--- src/mwa_pkg.sv ---
// ----------------------------------------------------------------------------
// mwa_pkg: shared types and codes for the memory with atomic operations.
// Holds the request and result structs, opcodes, atomic codes and status codes.
// ----------------------------------------------------------------------------
package mwa_pkg;

	localparam logic [1:0] OP_READ  = 2'd0;
	localparam logic [1:0] OP_WRITE = 2'd1;
	localparam logic [1:0] OP_AMO   = 2'd2;
	localparam logic [1:0] OP_OTHER = 2'd3;

	localparam logic [3:0] AMO_SWAP = 4'd0;
	localparam logic [3:0] AMO_ADD  = 4'd1;
	localparam logic [3:0] AMO_XOR  = 4'd2;
	localparam logic [3:0] AMO_AND  = 4'd3;
	localparam logic [3:0] AMO_OR   = 4'd4;
	localparam logic [3:0] AMO_MIN  = 4'd5;
	localparam logic [3:0] AMO_MAX  = 4'd6;
	localparam logic [3:0] AMO_MINU = 4'd7;
	localparam logic [3:0] AMO_MAXU = 4'd8;

	localparam logic [1:0] ST_OK      = 2'd0;
	localparam logic [1:0] ST_ADDR    = 2'd1;
	localparam logic [1:0] ST_GENERIC = 2'd2;
	localparam logic [1:0] ST_CMD     = 2'd3;

	localparam int unsigned MaxBytes = 8;

	typedef struct packed {
		logic [1:0]  opcode;
		logic [3:0]  amo_op;
		logic [31:0] address;
		logic [3:0]  length;
		logic [63:0] write_data;
		logic        enables_present;
		logic [3:0]  enable_length;
		logic [7:0]  enable_pattern;
	} req_t;

	typedef struct packed {
		logic [63:0] read_data;
		logic [1:0]  status;
		logic [3:0]  bytes_done;
	} rsp_t;

	// Classified command handed from the front to the back.
	typedef enum logic [1:0] {
		CMD_NONE,
		CMD_READ,
		CMD_WRITE,
		CMD_AMO
	} cmd_t;

	typedef struct packed {
		cmd_t        cmd;
		logic [1:0]  status;
		logic [3:0]  length;
		logic [3:0]  amo_op;
		logic [31:0] address;
		logic [63:0] write_data;
		logic [7:0]  byte_en;
	} work_t;

endpackage

--- src/mwa_front.sv ---
// ----------------------------------------------------------------------------
// mwa_front: request checker and classifier.
// Runs the range and enable checks and builds the per-byte write enables.
// ----------------------------------------------------------------------------
module mwa_front #(
	parameter int unsigned MEM_BYTES = 65536
) (
	input  mwa_pkg::req_t  req,
	output mwa_pkg::work_t work
);

	logic [32:0] end_addr;
	logic        addr_bad;
	logic [7:0]  en;
	logic [3:0]  k;

	always_comb begin
		end_addr = {1'b0, req.address} + {29'd0, req.length};
		addr_bad = ({1'b0, req.address} >= 33'(MEM_BYTES)) || (end_addr > 33'(MEM_BYTES));
		// Repeat the pattern every enable_length bytes; k tracks i mod enable_length.
		k = 4'd0;
		for (int i = 0; i < 8; i++) begin
			en[i] = (k < 4'd8) ? req.enable_pattern[k[2:0]] : 1'b0;
			k = (k + 4'd1 >= req.enable_length) ? 4'd0 : k + 4'd1;
		end
		work.length     = req.length;
		work.amo_op     = req.amo_op;
		work.address    = req.address;
		work.write_data = req.write_data;
		work.byte_en    = req.enables_present ? en : 8'hFF;
		work.cmd        = mwa_pkg::CMD_NONE;
		work.status     = mwa_pkg::ST_OK;
		priority if (addr_bad) begin
			work.status = mwa_pkg::ST_ADDR;
		end else if (req.enables_present && req.enable_length == 4'd0) begin
			work.status = mwa_pkg::ST_GENERIC;
		end else if (req.length > 4'(mwa_pkg::MaxBytes)) begin
			work.status = mwa_pkg::ST_GENERIC;
		end else if (req.opcode == mwa_pkg::OP_AMO) begin
			if (req.enables_present || (req.length != 4'd4 && req.length != 4'd8))
				work.status = mwa_pkg::ST_CMD;
			else
				work.cmd = mwa_pkg::CMD_AMO;
		end else if (req.opcode == mwa_pkg::OP_READ) begin
			work.cmd = mwa_pkg::CMD_READ;
		end else if (req.opcode == mwa_pkg::OP_WRITE) begin
			work.cmd = mwa_pkg::CMD_WRITE;
		end else begin
			work.status = mwa_pkg::ST_CMD;
		end
	end

endmodule

--- config.mk ---
export PLATFORM = sky130hd
export DESIGN_NAME = mwa_front
export DESIGN_NICKNAME = d
export VERILOG_FILES = /design/src/mwa_pkg.sv /design/src/mwa_front.sv
export SDC_FILE = /design/constraint.sdc
export NUM_CORES = 1
export LEC_CHECK = 0
export BUFFER_PORTS_ARGS = -buffer_cell sky130_fd_sc_hd__buf_4
export CAP_MARGIN = 0
export CORE_AREA = 2 2 91 93
export DETAILED_ROUTE_END_ITERATION = 12
export DIE_AREA = 0 0 93 95
export PLACE_DENSITY = 0.72
export SLEW_MARGIN = 20
export SYNTH_ARGS = -nofsm -noshare
export SYNTH_HDL_FRONTEND = slang
export SYNTH_SLANG_ARGS = --single-unit
--- constraint.sdc ---
create_clock -name vclk -period 7.15
set_input_delay 0.715 -clock vclk [all_inputs]
set_output_delay 0.715 -clock vclk [all_outputs]
set_load 0.005 [all_outputs]
==> results by group <==
Global route
  – All-Layer GR Usage: roughly 15%
  – GR Overflow Total: 0
  – Largest net degree at the start of global routing: 11
  – First-pass GRT wire length: between 10000 and 15000 microns
  – Initial antenna violation count: 0
  – Vias in the first global route: ~2200

Min path
  – Hold Crit Class: in -> out

Detailed routing
  – M1 wire length: approximately 3000 microns
  – Met3 wire length: 607 microns
  – Detail Route met2 WL: roughly 3700 microns
  – DR WL/cell: between 15 and 20 microns
  – Post-route ant nets: 0
  – Max layer used: met4
  – DRC marker count from the first detailed-route iteration: 126
  – Via density: approximately 5
  – Via count: 2340
  – TritonRoute pass-1 iters: 4
  – Post-route DRC: 0
  – Detailed Route WL: 7410 microns

Job
  – Maximum capacitance violations: 0

Yosys
  – Sequential share of the synthesized area: 0%
  – Count leader, synth: buf_4
  – Post-Synthesis Cells: about 330
  – Synth top area share: about a third
  – Synth area leader: buf_4
  – Synth area leaders: buf_4 (33%), ha_1 (11%), a21oi_1 (3.4%)
  – Yosys warning count: 0
  – Post-Syn Area: between 2000 and 2500 sq um
  – Syn avg cell area: between 7 and 8 sq um
  – Distinct cells, synth: between 60 and 70
  – Post-synth top cells: buf_4 (104), ha_1 (21), nand2_1 (21)

Floorplanning
  – Die Span X: slightly above 90 microns
  – Die area: 8840 sq um
  – Initial Utilization: between 20% and 30%
  – Top Ports: approximately 240
  – Core area: just under 8000 sq um
  – Row cnt: 33
  – Vert. Die Dim: 95 microns

Pwr
  – Cell area power density: roughly 130 nW/um^2
  – Combinational share of power: 100.0%
  – Psw: around 0.00017 W
  – LEAKAGE: around 1.3 nW
  – Sw frac: 46.8%
  – Sequential share of power: 0%
  – P_int: just under 0.0002 W
  – Clock power share: 0%
  – Worst VDD drop: around 0.00011 V

STA
  – Unrepaired setup endpoints after global routing: true
  – Final setup viols: 0
  – Minimum clock period: roughly 7 ns
  – Post-route clock period utilization: between 90% and 100%
  – Final hold vios: 0
  – Fin worst setup slack: between 0.1 and 0.15 ns
  – Achievable Freq: roughly 140 MHz
  – Max Slew Vio Count: 0

Setup path
  – CP Data Arrival Time: roughly 6.3 ns
  – Crit. Startpoint: req[11]
  – Crit. path cell count: 35
  – CP dominant cell by count: ha_4
  – Worst Setup End Kind: output port
  – CP Launch Type: input port
  – CP max stage delay: approximately 0.38 ns
  – Max stage delay cell, worst path: a221o_4
  – CP max FO: 5
  – Buf+Inv Stages, Crit Path: 5
  – Crit-path leading delay family: adder cells
  – Critical path capture point: work[7]
  – Worst Path Required: approximately 6.4 ns
  – Crit Path Category: in -> out

Placed design
  – Hpwl dp: approximately 6000 microns
  – Placer congestion estimate: between 0.9 and 1
  – PortBufs: 99
  – Pre-CTS WS: -0.227 ns

Final layout
  – Clkbuf count: 0
  – Layout cell share with drive strength beyond 1: a little over half
  – Synthesis-to-layout area growth: 23.8%
  – Sequential cells: 0
  – # diodes: 0
  – Reg area: 0 sq um
  – Final Core Density: ~37%
  – Layout net count: slightly below 500

Outcome
  – Status: finished clean
==> layout make-up <==
type	count	area [sq um]
inverter	13	48.8
multi-input combinational	208	1790
tap	105	131
timing repair buffer	128	972
fill	831	4990
==> power groups by stage <==
stage / Clock, W / Combinational, W / Sequential, W
final: 0 / 0.000373 / 0
after global routing: 0 / 0.000405 / 0
after CTS: 0 / 0.000317 / 0
after detailed placement: 0 / 0.000304 / 0
after global placement: 0 / 0.000296 / 0
after floorplan: 0 / 0.000241 / 0
==> stage by stage <==
| step | hold slack, ns | TNS [ns] | total power (W) | cell area (sq um) | std cells |
|---|---|---|---|---|---|
| floorplan | 1.46 | 0 | 0.000241 | 2480 | 327 |
| global placement | 1.43 | 0 | 0.000296 | 2650 | 437 |
| detailed placement | 1.43 | -0.227 | 0.000304 | 2650 | 437 |
| CTS | 1.43 | 0 | 0.000317 | 2700 | 441 |
| global route | 1.43 | -0.166 | 0.000405 | 2940 | 454 |
| finish | 1.43 | 0 | 0.000373 | 2940 | 454 |
==> placed cells by master (no fill, tap or decap), types with 3 or more instances in the layout <==
cell type  netlist  routed
nand4_1          3       3
nor3_1           3       3
inv_1           12      10
nand4b_1         3       3
o211ai_1         3       3
nor2_1          16      14
o21ai_0         11      10
nand2_2          1       3
a21oi_2          1       5
xor2_1           7       7
a21oi_1         16      12
nand2b_4         1       3
nand2b_1         7       5
buf_4          104     125
buf_6            1       3
nand3_1          9       9
and3_1           5       4
nand2_1         21      18
ha_4             0      11
mux2i_1          6       6
nor3b_1          4       4
inv_2            1       3
nor4_1           7       7
xnor2_1          7       7
ha_1            21      10
nor2b_1          6       5
==> repair_timing <==
item                                    4_1_cts  5_1_grt
endpoints found under the setup margin        1        1
setup buffers                                 4       13
pin swaps                                     4       27
hold buffers                                  0        0
resized for setup                             5       23
==> worst min-delay path by stage <==
stage	depth (start not counted)	start	slack, ns	to
after floorplan	1	req[117]	1.46	work[114]
after global placement	0	req[116]	1.43	work[107]
after detailed placement	0	req[116]	1.43	work[107]
after CTS	0	req[116]	1.43	work[107]
after global routing	0	req[18]	1.43	work[13]
final	0	req[15]	1.43	work[10]
==> cells by family after synthesis <==
| kind of cell | share of synthesized area, % |
|---|---|
| AND/OR/NAND/NOR | 24.1 |
| buffers and inverters | 35.6 |
| AO/OA/AOI/OAI | 18.6 |
| multiplexers | 4.43 |
| adder cells (fa/ha/maj) | 11.9 |
| other | 0.158 |
| XOR/XNOR | 5.17 |
==> routing by layer <==
| layer | up-vias | GRT usage (%) |
|---|---|---|
| met5 | - | 0 |
| met4 | 0 | 3.31 |
| met3 | 12 | 2.47 |
| met2 | 137 | 28.0 |
| met1 | 1106 | 18.1 |
| li1 | 1085 | - |
No activity file was read; power rests on OpenSTA's default activity.
