`config.mk`:
```
export PLATFORM = sky130hd
export DESIGN_NAME = mwa_queue
export DESIGN_NICKNAME = d
export VERILOG_FILES = /design/src/mwa_pkg.sv /design/src/mwa_queue.sv
export SDC_FILE = /design/constraint.sdc
export NUM_CORES = 1
export LEC_CHECK = 0
export ABC_AREA = 0
export BUFFER_PORTS_ARGS = -buffer_cell sky130_fd_sc_hd__clkbuf_2
export CAP_MARGIN = 10
export CORE_UTILIZATION = 52
export DETAILED_ROUTE_END_ITERATION = 10
export MAX_ROUTING_LAYER = met4
export PLACE_DENSITY_LB_ADDON = 0.2
export SETUP_SLACK_MARGIN = 0.5
export SYNTH_ARGS = -nofsm -noshare
export SYNTH_HDL_FRONTEND = slang
export SYNTH_SLANG_ARGS = --single-unit
```
`constraint.sdc`:
```
create_clock -name clk -period 8.45 [get_ports clk]
set_input_delay 1.2675 -clock clk [delete_from_list [all_inputs] [get_ports clk]]
set_output_delay 1.2675 -clock clk [all_outputs]
set_load 0.02 [all_outputs]
```
`src/mwa_pkg.sv`:
```
// ----------------------------------------------------------------------------
// mwa_pkg: shared types and codes for the memory with atomic operations.
// Holds the request and result structs, opcodes, atomic codes and status codes.
// ----------------------------------------------------------------------------
package mwa_pkg;

	localparam logic [1:0] OP_READ  = 2'd0;
	localparam logic [1:0] OP_WRITE = 2'd1;
	localparam logic [1:0] OP_AMO   = 2'd2;
	localparam logic [1:0] OP_OTHER = 2'd3;

	localparam logic [3:0] AMO_SWAP = 4'd0;
	localparam logic [3:0] AMO_ADD  = 4'd1;
	localparam logic [3:0] AMO_XOR  = 4'd2;
	localparam logic [3:0] AMO_AND  = 4'd3;
	localparam logic [3:0] AMO_OR   = 4'd4;
	localparam logic [3:0] AMO_MIN  = 4'd5;
	localparam logic [3:0] AMO_MAX  = 4'd6;
	localparam logic [3:0] AMO_MINU = 4'd7;
	localparam logic [3:0] AMO_MAXU = 4'd8;

	localparam logic [1:0] ST_OK      = 2'd0;
	localparam logic [1:0] ST_ADDR    = 2'd1;
	localparam logic [1:0] ST_GENERIC = 2'd2;
	localparam logic [1:0] ST_CMD     = 2'd3;

	localparam int unsigned MaxBytes = 8;

	typedef struct packed {
		logic [1:0]  opcode;
		logic [3:0]  amo_op;
		logic [31:0] address;
		logic [3:0]  length;
		logic [63:0] write_data;
		logic        enables_present;
		logic [3:0]  enable_length;
		logic [7:0]  enable_pattern;
	} req_t;

	typedef struct packed {
		logic [63:0] read_data;
		logic [1:0]  status;
		logic [3:0]  bytes_done;
	} rsp_t;

	// Classified command handed from the front to the back.
	typedef enum logic [1:0] {
		CMD_NONE,
		CMD_READ,
		CMD_WRITE,
		CMD_AMO
	} cmd_t;

	typedef struct packed {
		cmd_t        cmd;
		logic [1:0]  status;
		logic [3:0]  length;
		logic [3:0]  amo_op;
		logic [31:0] address;
		logic [63:0] write_data;
		logic [7:0]  byte_en;
	} work_t;

endpackage

```
`src/mwa_queue.sv`:
```
// ----------------------------------------------------------------------------
// mwa_queue: two-entry queue between the front and the back.
// Decouples request acceptance from execution.
// ----------------------------------------------------------------------------
module mwa_queue (
	input  logic           clk,
	input  logic           arst_n,
	input  logic           push,
	input  mwa_pkg::work_t push_data,
	output logic           full,
	input  logic           pop,
	output logic           not_empty,
	output mwa_pkg::work_t pop_data
);

	mwa_pkg::work_t mem_q [2];
	logic           wp_q, rp_q;
	logic [1:0]     cnt_q;

	assign full      = (cnt_q == 2'd2);
	assign not_empty = (cnt_q != 2'd0);
	assign pop_data  = mem_q[rp_q];

	always_ff @(posedge clk or negedge arst_n) begin
		if (!arst_n) begin
			wp_q  <= 1'b0;
			rp_q  <= 1'b0;
			cnt_q <= 2'd0;
		end else begin
			if (push) wp_q <= ~wp_q;
			if (pop)  rp_q <= ~rp_q;
			cnt_q <= cnt_q + {1'b0, push} - {1'b0, pop};
		end
	end

	always_ff @(posedge clk) begin
		if (push) mem_q[wp_q] <= push_data;
	end

	assert property (@(posedge clk) disable iff (!arst_n) !(pop && !not_empty))
		else $error("queue popped while empty");
	assert property (@(posedge clk) disable iff (!arst_n) !(push && full && !pop))
		else $error("queue pushed while full");
	assert property (@(posedge clk) disable iff (!arst_n) cnt_q != 2'd3)
		else $error("queue count out of range");

endmodule

```
==> results.sh, run 1 <==
export IMPL_wl_per_cell_um=18.1
export IMPL_status="finished, final reports clean"
export IMPL_clock_sinks=236
export IMPL_cts_setup_buffers=0
export IMPL_multi_input_area_um2=1520
export IMPL_finalWirelength_mm=15.5
export IMPL_synth_area_leaders="edfxtp_1 80%, mux2_2 11%, mux2_4 5.2%, dfrtp_1 1.2%, buf_6 0.65%"
export IMPL_seq_area_frac_synth=0.814
export IMPL_yosysTopAreaCell="edfxtp_1"
export IMPL_period_needed_ps=4200
export IMPL_core_area_um2=16100
export IMPL_n_antenna_cell=0
export IMPL_holdPathStages=1
export IMPL_dp_hpwl_mm=10.4
export IMPL_seq_area_um2=7070
export IMPL_ys_types=13
export IMPL_start_kind="flop"
export IMPL_die_h_um=131
export IMPL_critPathSlowestCell="dfrtp_4"
export IMPL_synth_seq_cells=236
export IMPL_wl_met3_mm=1.28
export IMPL_layout_nets=751
export IMPL_syn_area_per_cell_um2=23.1
export IMPL_met2_length_mm=7.90
export IMPL_cts_tree="done"
export IMPL_p_per_area_nw_per_um2=346
export IMPL_tightestPinTransition_ps=971
export IMPL_slew_headroom=0.353
export IMPL_vdd_ir_drop_max_v=0.000192
export IMPL_dr_first_iter_drc_count=247
export IMPL_antenna_found_initial=0
export IMPL_syn_nets=498
export IMPL_critical_path_class="reg -> out"
export IMPL_hold_viol_final=0
export IMPL_fin_crit_sh=0.497
export IMPL_start_util=0.539
export IMPL_area_growth_pct=23.4
export IMPL_p_leak_nw=4.18
export IMPL_syn_inst=376
export IMPL_first_pass_iters=4
export IMPL_root_buffer="clkbuf_16"
export IMPL_yosysTopAreaCellShare=0.803
export IMPL_avgViaCountPerCell=5.00
export IMPL_die_area_um2=17200
export IMPL_yosys_warnings=0
export IMPL_fin_worst_skew_ps=4.68
export IMPL_end_kind="output port"
export IMPL_grt_total_usage=0.185
export IMPL_design_power_total_mw=3.70
export IMPL_slew_violations=0
export IMPL_reg2reg_depth=2
export IMPL_drive_gt1_frac=0.601
export IMPL_cpPeakStageDelay_ps=920
export IMPL_cap_violations=0
export IMPL_std_cell_rows=46
export IMPL_fillers=1135
export IMPL_portBuffers=237
export IMPL_clk_latency_ps=490
export IMPL_place_area_um2=10100
export IMPL_cts_buffer_depth=3
export IMPL_finalInstanceArea_um2=10700
export IMPL_rsz0062_at_grt="false"
export IMPL_fmax_mhz=238
export IMPL_worstPathRequired_ps=7180
export IMPL_netlist_area_um2=8680
export IMPL_drc=0
export IMPL_htree_levels=1
export IMPL_path_cells="buf_4, mux2_2, clkbuf_2"
export IMPL_cp_max_fo=63
export IMPL_grt_max_degree=71
export IMPL_whs_ps=551
export IMPL_cts_buffers=23
export IMPL_gp_congestion=0.777
export IMPL_hold_class="reg -> reg"
export IMPL_grt_pass1_vias=4698
export IMPL_via_count=4288
export IMPL_antenna_left=0
export IMPL_grt_pass1_wl_mm=23.9
export IMPL_top_layer_used="met4"
export IMPL_grt_overflow=0
export IMPL_cp_arrival_ps=2930
export IMPL_setup_viol=0
export IMPL_clkTransAtPathRegs_ps=60
export IMPL_cts_resized=0
export IMPL_setup_tns_final_ps=0
export IMPL_io_pins=238
export IMPL_die_w_um=131
export IMPL_wl_met1_mm=5.97
export IMPL_hold_buffers=0
==> worst paths after layout <==
check / slack [ps] / to / start
setup reg to reg: 6150 / mem_q[1][108] / wp_q
max in group asynchronous: 7720 / rp_q / arst_n
hold reg to reg: 550 / wp_q / wp_q
setup / recovery: 4250 / pop_data[114] / rp_q
hold / removal: 550 / wp_q / wp_q
min in group asynchronous: 580 / cnt_q[1] / arst_n
==> registers in the layout, indices dropped and copies added (netlist names) <==
| name | flops |
|---|---|
| rp_q | 1 |
| cnt_q | 2 |
| mem_q | 232 |
| wp_q | 1 |
==> cell type report <==
cell class | instances | area share
Inverter | 2 | 0.000701
Tap cell | 216 | 0.0252
Multi-Input combinational cell | 125 | 0.142
Clock inverter | 9 | 0.00327
Timing Repair Buffer | 241 | 0.114
Clock buffer | 28 | 0.0555
Sequential cell | 236 | 0.660
==> cells in the final DEF, fill, tap and decap left out <==
cell type	synthesis	layout
clkbuf_2	0	237
edfxtp_1	232	232
mux2_2	86	86
mux2_4	30	30
clkbuf_16	0	23
clkinv_1	0	8
clkbuf_1	0	5
buf_4	0	4
dfrtp_1	4	3
inv_1	2	2
xor2_1	2	2
ha_1	2	2
xor3_1	1	1
or2_2	1	1
and2_4	0	1
nor2b_1	2	1
nor2b_4	0	1
clkinv_2	0	1
dfrtp_4	0	1
==> where the power goes <==
part | switching [mW] | leakage (nW) | total, mW | internal [mW]
Clock | 0.377 | 0.306 | 0.870 | 0.492
Sequential | 0.107 | 2.22 | 1.66 | 1.56
Combinational | 0.681 | 1.65 | 1.17 | 0.489
Total | 1.17 | 4.18 | 3.70 | 2.54
==> logic make-up (layout without fill, tap and decap cells) <==
group | count (synthesis) | count (layout) | share of synthesized area
fa+ha+maj | 2 | 2 | 0.00288
mux | 116 | 116 | 0.163
buf+inv | 15 | 280 | 0.0120
simple gates | 4 | 4 | 0.00288
flops | 236 | 236 | 0.814
xor+xnor | 3 | 3 | 0.00476
==> layer usage <==
metal,global-route usage,up-vias
met5,-,-
met4,0.0542,0
met3,0.0486,28
met2,0.312,175
met1,0.217,2087
li1,-,1998
==> critical path, delay by kind of cell (launching register included) <==
| kind | cells | cell delay (ps) |
|---|---|---|
| flops | 1 | 920 |
| buf+inv | 2 | 1030 |
| mux | 1 | 430 |
==> synthesized netlist by cell type <==
cell,instances
buf_6,5
inv_1,2
mux2_2,86
edfxtp_1,232
buf_2,8
nor2b_1,2
xor2_1,2
or2_2,1
xor3_1,1
dfrtp_1,4
mux2_4,30
and2_1,1
ha_1,2
==> through the flow <==
step | cells | worst slack [ps] | utilization
floorplan | 376 | 1540 | -
global placement | 820 | 4790 | 0.626
detailed placement | 820 | 4740 | 0.626
CTS | 857 | 4210 | 0.665
global route | 857 | 4090 | 0.665
finish | 857 | 4250 | 0.665
Power figures use the tool's default switching activity.
==> inputs of run 2 (changes only) <==
--- a/config.mk
+++ b/config.mk
@@ -5,10 +5,10 @@
 export SDC_FILE = /design/constraint.sdc
 export NUM_CORES = 1
 export LEC_CHECK = 0
-export ABC_AREA = 0
+export ABC_AREA = 1
 export BUFFER_PORTS_ARGS = -buffer_cell sky130_fd_sc_hd__clkbuf_2
 export CAP_MARGIN = 10
-export CORE_UTILIZATION = 52
+export CORE_UTILIZATION = 47
 export DETAILED_ROUTE_END_ITERATION = 10
 export MAX_ROUTING_LAYER = met4
 export PLACE_DENSITY_LB_ADDON = 0.2
==> constraint.sdc (replaced) <==
create_clock -name clk -period 3.82 [get_ports clk]
set_input_delay 0.573 -clock clk [delete_from_list [all_inputs] [get_ports clk]]
set_output_delay 0.573 -clock clk [all_outputs]
set_load 0.02 [all_outputs]
==> run 2 against run 1 <==
Area after synthesis is 4.3% higher. Setup slack worse by 3200 ps. Power is 140% higher. Critical path depth is 1 higher. Wire length is 4.8% higher. Largest cell class unchanged.
==> results.sh, run 2 <==
export IMPL_wl_met3_mm=1.53
export IMPL_finalNonFillerCells=1129
export IMPL_antenna_left=0
export IMPL_setup_tns_final_ps=0
export IMPL_dp_hpwl_mm=10.8
export IMPL_gp_congestion=0.738
export IMPL_synth_top_family_by_area="compound AO/OA/AOI/OAI gates"
export IMPL_async_flop_share=0.0169
export IMPL_synth_compound_area_share=0.0861
export IMPL_portBuffers=237
export IMPL_cts_tree="done"
export IMPL_slew_headroom=0.358
export IMPL_muxShareOfSynthArea=0
export IMPL_layout_common_cells="237 x clkbuf_2, 232 x edfxtp_1, 123 x nand2_1"
export IMPL_critical_path_class="reg -> out"
export IMPL_path_cells="buf_4, nand2_1, o21ai_2, clkbuf_2"
export IMPL_fin_worst_skew_ps=8.92
export IMPL_area_growth_pct=23.6
export IMPL_wl_met1_mm=6.98
export IMPL_yosys_area_share_simple=0.0524
export IMPL_met2_length_mm=7.35
export IMPL_setup_viol=0
export IMPL_largest_reg_flops=232
export IMPL_avgViaCountPerCell=4.63
export IMPL_layout_commonest_cell="clkbuf_2"
export IMPL_finalWirelength_mm=16.2
export IMPL_syn_area_per_cell_um2=14.4
export IMPL_cpPeakStageDelay_ps=690
export IMPL_yosysTopAreaCell="edfxtp_1"
export IMPL_hold_class="in -> reg"
export IMPL_first_pass_iters=6
export IMPL_cts_setup_buffers=0
export IMPL_wl_per_cell_um=14.4
export IMPL_die_area_um2=19800
export IMPL_layout_nets=1001
export IMPL_period_needed_ps=2730
export IMPL_fmax_mhz=367
export IMPL_drc=0
export IMPL_cts_buffer_depth=3
export IMPL_hold_viol_final=0
export IMPL_status="finished, final reports clean"
export IMPL_root_buffer="clkbuf_16"
export IMPL_synth_edf_count=232
export IMPL_post_route_util=0.596
export IMPL_end_kind="output port"
export IMPL_yosysTopAreaCellShare=0.769
export IMPL_cp_max_fo=46
export IMPL_grt_total_usage=0.169
export IMPL_dr_first_iter_drc_count=205
export IMPL_synth_fa_ha_area_frac=0.00276
export IMPL_dp_cells=1085
export IMPL_ys_types=15
export IMPL_slew_violations=0
export IMPL_grt_max_degree=94
export IMPL_htree_levels=1
export IMPL_worstPathRequired_ps=3250
export IMPL_ys_top_cells_by_count="232 x edfxtp_1, 123 x inv_1, 123 x nand2_1, 54 x o21ai_0, 53 x o21ai_2"
export IMPL_vdd_ir_drop_max_v=0.000465
export IMPL_synthFlopType="edfxtp_1"
export IMPL_seq_area_frac_synth=0.780
export IMPL_netlist_area_um2=9060
export IMPL_cap_violations=0
export IMPL_finalInstanceArea_um2=11200
export IMPL_rsz0062_at_grt="false"
export IMPL_antenna_found_initial=0
export IMPL_fin_crit_sh=0.713
export IMPL_grt_pass1_wl_mm=25.3
export IMPL_synth_seq_cells=236
export IMPL_largestRegisters="mem_q: 232 flops, cnt_q: 2 flops"
export IMPL_clock_sinks=236
export IMPL_start_util=0.483
export IMPL_p_leak_nw=4.82
export IMPL_cts_resized=0
export IMPL_yosys_warnings=0
export IMPL_syn_nets=753
export IMPL_synthXorXnorAreaFrac=0.00193
export IMPL_clk_latency_ps=510
export IMPL_place_area_um2=10400
export IMPL_syn_inst=631
export IMPL_cts_buffers=25
export IMPL_critPathSlowestCell="dfrtp_4"
export IMPL_grt_overflow=0
export IMPL_p_per_area_nw_per_um2=786
export IMPL_die_h_um=141
export IMPL_tightestPinTransition_ps=961
export IMPL_drive_gt1_frac=0.371
export IMPL_io_pins=238
export IMPL_post_synth_top_count_cell="edfxtp_1"
export IMPL_top_layer_used="met4"
export IMPL_core_area_um2=18800
export IMPL_cp_arrival_ps=2150
export IMPL_grt_pass1_vias=5028
export IMPL_std_cell_rows=50
export IMPL_n_antenna_cell=0
export IMPL_start_kind="flop"
export IMPL_regMostFlops="mem_q"
export IMPL_clkTransAtPathRegs_ps=60
export IMPL_synth_area_leaders="edfxtp_1 77%, o21ai_2 5.1%, inv_1 5.1%, nand2_1 5.1%, o21ai_0 3.0%"
export IMPL_die_w_um=141
export IMPL_via_count=5228
[run 2: cell types whose count changed in the layout (fill, tap and decap cells not counted), sizes merged, moves of 5 or more]
cell	change
inv	+122
buf	+5
mux2	-116
nand2	+123
o21ai	+116
[run 2: power by group]
group / switching, mW / internal [mW] / total [mW]
clock: 0.919 / 1.26 / 2.18
sequential: 0.170 / 3.44 / 3.61
combinational: 2.11 / 0.891 / 3.01
total: 3.20 / 5.59 / 8.79
[run 2: cell families (layout without fill, tap and decap cells)]
group,Yosys count,count (layout)
flops,236,236
buf+inv,149,413
simple gates,126,126
compound gates,116,116
fa+ha+maj,2,2
xor+xnor,2,2
[run 2: area by class of cell]
type	count	area [µm²]
clock buffers	30	644
clock inverters	13	90.1
fillers	1529	7570
inverters	123	465
multi-input cells	246	1300
flip-flops and latches	236	7070
well taps	234	293
repair buffers	247	1330
[run 2: path summary, 6_finish.rpt]
kind	endpoint	cells after the start	slack, ps	from
max	pop_data[75]	4	1090	rp_q
min	mem_q[0][5]	1	250	push_data[5]
max reg2reg	mem_q[0][41]	2	1960	wp_q
min reg2reg	wp_q	1	550	wp_q
max in group asynchronous	rp_q	2	3250	arst_n
min in group asynchronous	cnt_q[0]	2	420	arst_n
[run 2: repair_timing]
item	CTS	global route
setup endpoints to repair	0	0
hold buffers	1	0
hold endpoints to repair	4	0
[run 2: per-stage QoR]
step	worst slack (ps)	hold WS [ps]	power (mW)
finish	1090	251	8.79
global route	902	229	9.28
CTS	1050	224	8.92
detailed placement	1590	386	6.72
global placement	1600	387	6.68
floorplan	1060	277	5.82
[run 2: critical path: cells and delay by family (launching register included)]
kind	cells	cell delay (ps)
and+or+nand+nor	1	130
buffers and inverters	2	700
DFF	1	690
AOI/OAI and AO/OA	1	80
[run 2: metal layers]
metal  global-route usage  vias to the layer above
met2                0.262                      193
met5                    -                        -
met4               0.0498                        0
met1                0.213                     2359
met3               0.0550                       31
li1                     -                     2645
==> inputs of run 3 (changes only) <==
--- a/config.mk
+++ b/config.mk
@@ -5,10 +5,10 @@
 export SDC_FILE = /design/constraint.sdc
 export NUM_CORES = 1
 export LEC_CHECK = 0
-export ABC_AREA = 1
+export ABC_AREA = 0
 export BUFFER_PORTS_ARGS = -buffer_cell sky130_fd_sc_hd__clkbuf_2
 export CAP_MARGIN = 10
-export CORE_UTILIZATION = 47
+export CORE_UTILIZATION = 52
 export DETAILED_ROUTE_END_ITERATION = 10
 export MAX_ROUTING_LAYER = met4
 export PLACE_DENSITY_LB_ADDON = 0.2
==> constraint.sdc (replaced) <==
create_clock -name clk -period 2.66 [get_ports clk]
set_input_delay 0.399 -clock clk [delete_from_list [all_inputs] [get_ports clk]]
set_output_delay 0.399 -clock clk [all_outputs]
set_load 0.02 [all_outputs]
==> run 3 against run 2 <==
Register-to-register slack got worse by 970 ps. Sequential cell count did not move. Die area fell by 13%. Non-clock buffer count rose by 15. Clock power rose by 49%. Global-route usage rose by 2.9 points. Power rose by 50%. Setup slack got worse by 630 ps. First-iteration DRC count rose by 17%. Combinational power rose by 61%. Clock-buffer cell count fell by 2. Highest routed layer unchanged.
==> results.sh, run 3 (same netlist as run 1, synthesis figures left out) <==
export IMPL_area_growth_pct=31.6
export IMPL_design_power_total_mw=13.2
export IMPL_clkTransAtPathRegs_ps=60
export IMPL_vdd_ir_drop_max_v=0.000808
export IMPL_grt_pass1_vias=4806
export IMPL_core_area_um2=16100
export IMPL_dr_first_iter_drc_count=240
export IMPL_regToRegEndpoint="mem_q[1][94]"
export IMPL_start_util=0.539
export IMPL_wl_per_cell_um=18.9
export IMPL_setup_slack_ps=468
export IMPL_cp_max_fo=9
export IMPL_layout_common_cells="232 x edfxtp_1, 200 x clkbuf_2, 84 x mux2_2"
export IMPL_grt_pass1_wl_mm=25.3
export IMPL_grt_max_degree=62
export IMPL_first_pass_iters=6
export IMPL_largestRegisters="mem_q: 232 flops, cnt_q: 2 flops"
export IMPL_io_pins=238
export IMPL_dp_hpwl_mm=10.4
export IMPL_via_count=4456
export IMPL_pre_cts_ws_ps=581
export IMPL_drc=0
export IMPL_grt_overflow=0
export IMPL_power_frac_seq=0.388
export IMPL_portBuffers=237
export IMPL_post_route_util=0.709
export IMPL_slew_headroom=0.626
export IMPL_clock_sinks=236
export IMPL_cp_arrival_ps=1790
export IMPL_die_area_um2=17200
export IMPL_fillers=1013
export IMPL_n_antenna_cell=0
export IMPL_cts_tree="done"
export IMPL_cts_buffer_depth=3
export IMPL_worstPathRequired_ps=2260
export IMPL_p_per_area_nw_per_um2=1150
export IMPL_p_clk_frac=0.246
export IMPL_htree_levels=1
export IMPL_crit_path_end="pop_data[95]"
export IMPL_clk_latency_ps=490
export IMPL_critical_path_class="reg -> out"
export IMPL_p_int_mw=9.18
export IMPL_slew_violations=0
export IMPL_die_h_um=131
export IMPL_antenna_left=0
export IMPL_layout_commonest_cell="edfxtp_1"
export IMPL_p_sw_frac=0.304
export IMPL_setup_tns_final_ps=0
export IMPL_finalWirelength_mm=16.7
export IMPL_status="finished, final reports clean"
export IMPL_grt_total_usage=0.197
export IMPL_start_kind="flop"
export IMPL_net_switching_power_mw=4.01
export IMPL_startpoint="rp_q"
export IMPL_fin_crit_sh=0.824
export IMPL_layout_nets=772
export IMPL_regMostFlops="mem_q"
export IMPL_gp_congestion=0.751
export IMPL_std_cell_rows=46
export IMPL_p_leak_nw=4.50
export IMPL_largest_reg_flops=232
export IMPL_avgViaCountPerCell=5.05
export IMPL_setup_viol=0
export IMPL_rsz0062_at_grt="true"
export IMPL_root_buffer="clkbuf_16"
export IMPL_fin_worst_skew_ps=6.78
export IMPL_combPwrFrac=0.366
export IMPL_drive_gt1_frac=0.620
export IMPL_cap_violations=0
export IMPL_die_w_um=131
export IMPL_hold_class="in -> reg"
export IMPL_rr_startpoint="wp_q"
export IMPL_cts_buffers=23
export IMPL_tightestPinTransition_ps=560
export IMPL_period_needed_ps=2190
export IMPL_antenna_found_initial=0
export IMPL_r2r_slack_ps=990
export IMPL_reg2reg_depth=2
export IMPL_fmax_mhz=456
export IMPL_hold_viol_final=0
export IMPL_end_kind="output port"
-- run 3: cell count changes in the layout (fill, tap and decap cells not counted), sizes merged, moves of 33 or more --
| cell | change |
|---|---|
| nand2 | -123 |
| buf | +46 |
| o21ai | -116 |
| inv | -122 |
| clkbuf | -33 |
| mux2 | +116 |
-- run 3: per-stage QoR --
stage	hold WS (ps)	cells	instance area (µm²)
floorplan	103	376	8690
global placement	209	826	10200
detailed placement	224	826	10200
CTS	74.4	876	11200
global route	71.0	882	11400
finish	91.9	882	11400
-- run 3: power groups by stage --
| stage | Sequential, mW | Clock [mW] | Combinational (mW) |
|---|---|---|---|
| 2_1_floorplan | 5.15 | 0 | 2.86 |
| 3_3_place_gp | 5.29 | 0 | 3.92 |
| 3_5_place_dp | 5.33 | 0 | 3.94 |
| 4_1_cts | 5.12 | 3.30 | 4.45 |
| 5_1_grt | 5.18 | 3.46 | 5.09 |
| 6_report | 5.12 | 3.24 | 4.84 |
-- run 3: final cells by class --
type                    instances  area, µm²  area share
clock buffers                  28        594      0.0520
clock inverters                13        160      0.0140
inverters                       2       7.51    0.000657
multi-input cells             125       1530       0.134
flip-flops and latches        236       7070       0.619
well taps                     216        270      0.0237
repair buffers                262       1790       0.157
-- run 3: worst min path at each step --
stage                               to  slack, ps           from  depth (start not counted)
final                     mem_q[1][47]         90  push_data[47]                          1
after global routing      mem_q[0][36]         70  push_data[36]                          1
after detailed placement      cnt_q[0]        220         arst_n                          1
after floorplan               cnt_q[0]        100         arst_n                          0
after CTS                 mem_q[1][47]         70  push_data[47]                          1
after global placement        cnt_q[0]        210         arst_n                          1
-- run 3: worst max-delay path, cell delays in order (launching register included) --
cell      delay [ps]
dfrtp_4          510
buf_12           170
buf_16           150
mux2_4           300
clkbuf_8         150
-- run 3: repair_timing --
action	CTS	global route
resized for setup	27	72
setup buffers	7	0
hold buffers	1	0
endpoints found under the setup margin	116	109
endpoints found under the hold margin	4	0
cloned	1	6
-- run 3: per-layer routing --
| metal | vias to the layer above | global-route usage | share of wire |
|---|---|---|---|
| li1 | 2053 | - | - |
| met1 | 2196 | 0.234 | 0.40 |
| met2 | 179 | 0.326 | 0.49 |
| met3 | 28 | 0.0583 | 0.076 |
| met4 | 0 | 0.0588 | 0.025 |
| met5 | - | - | 0 |
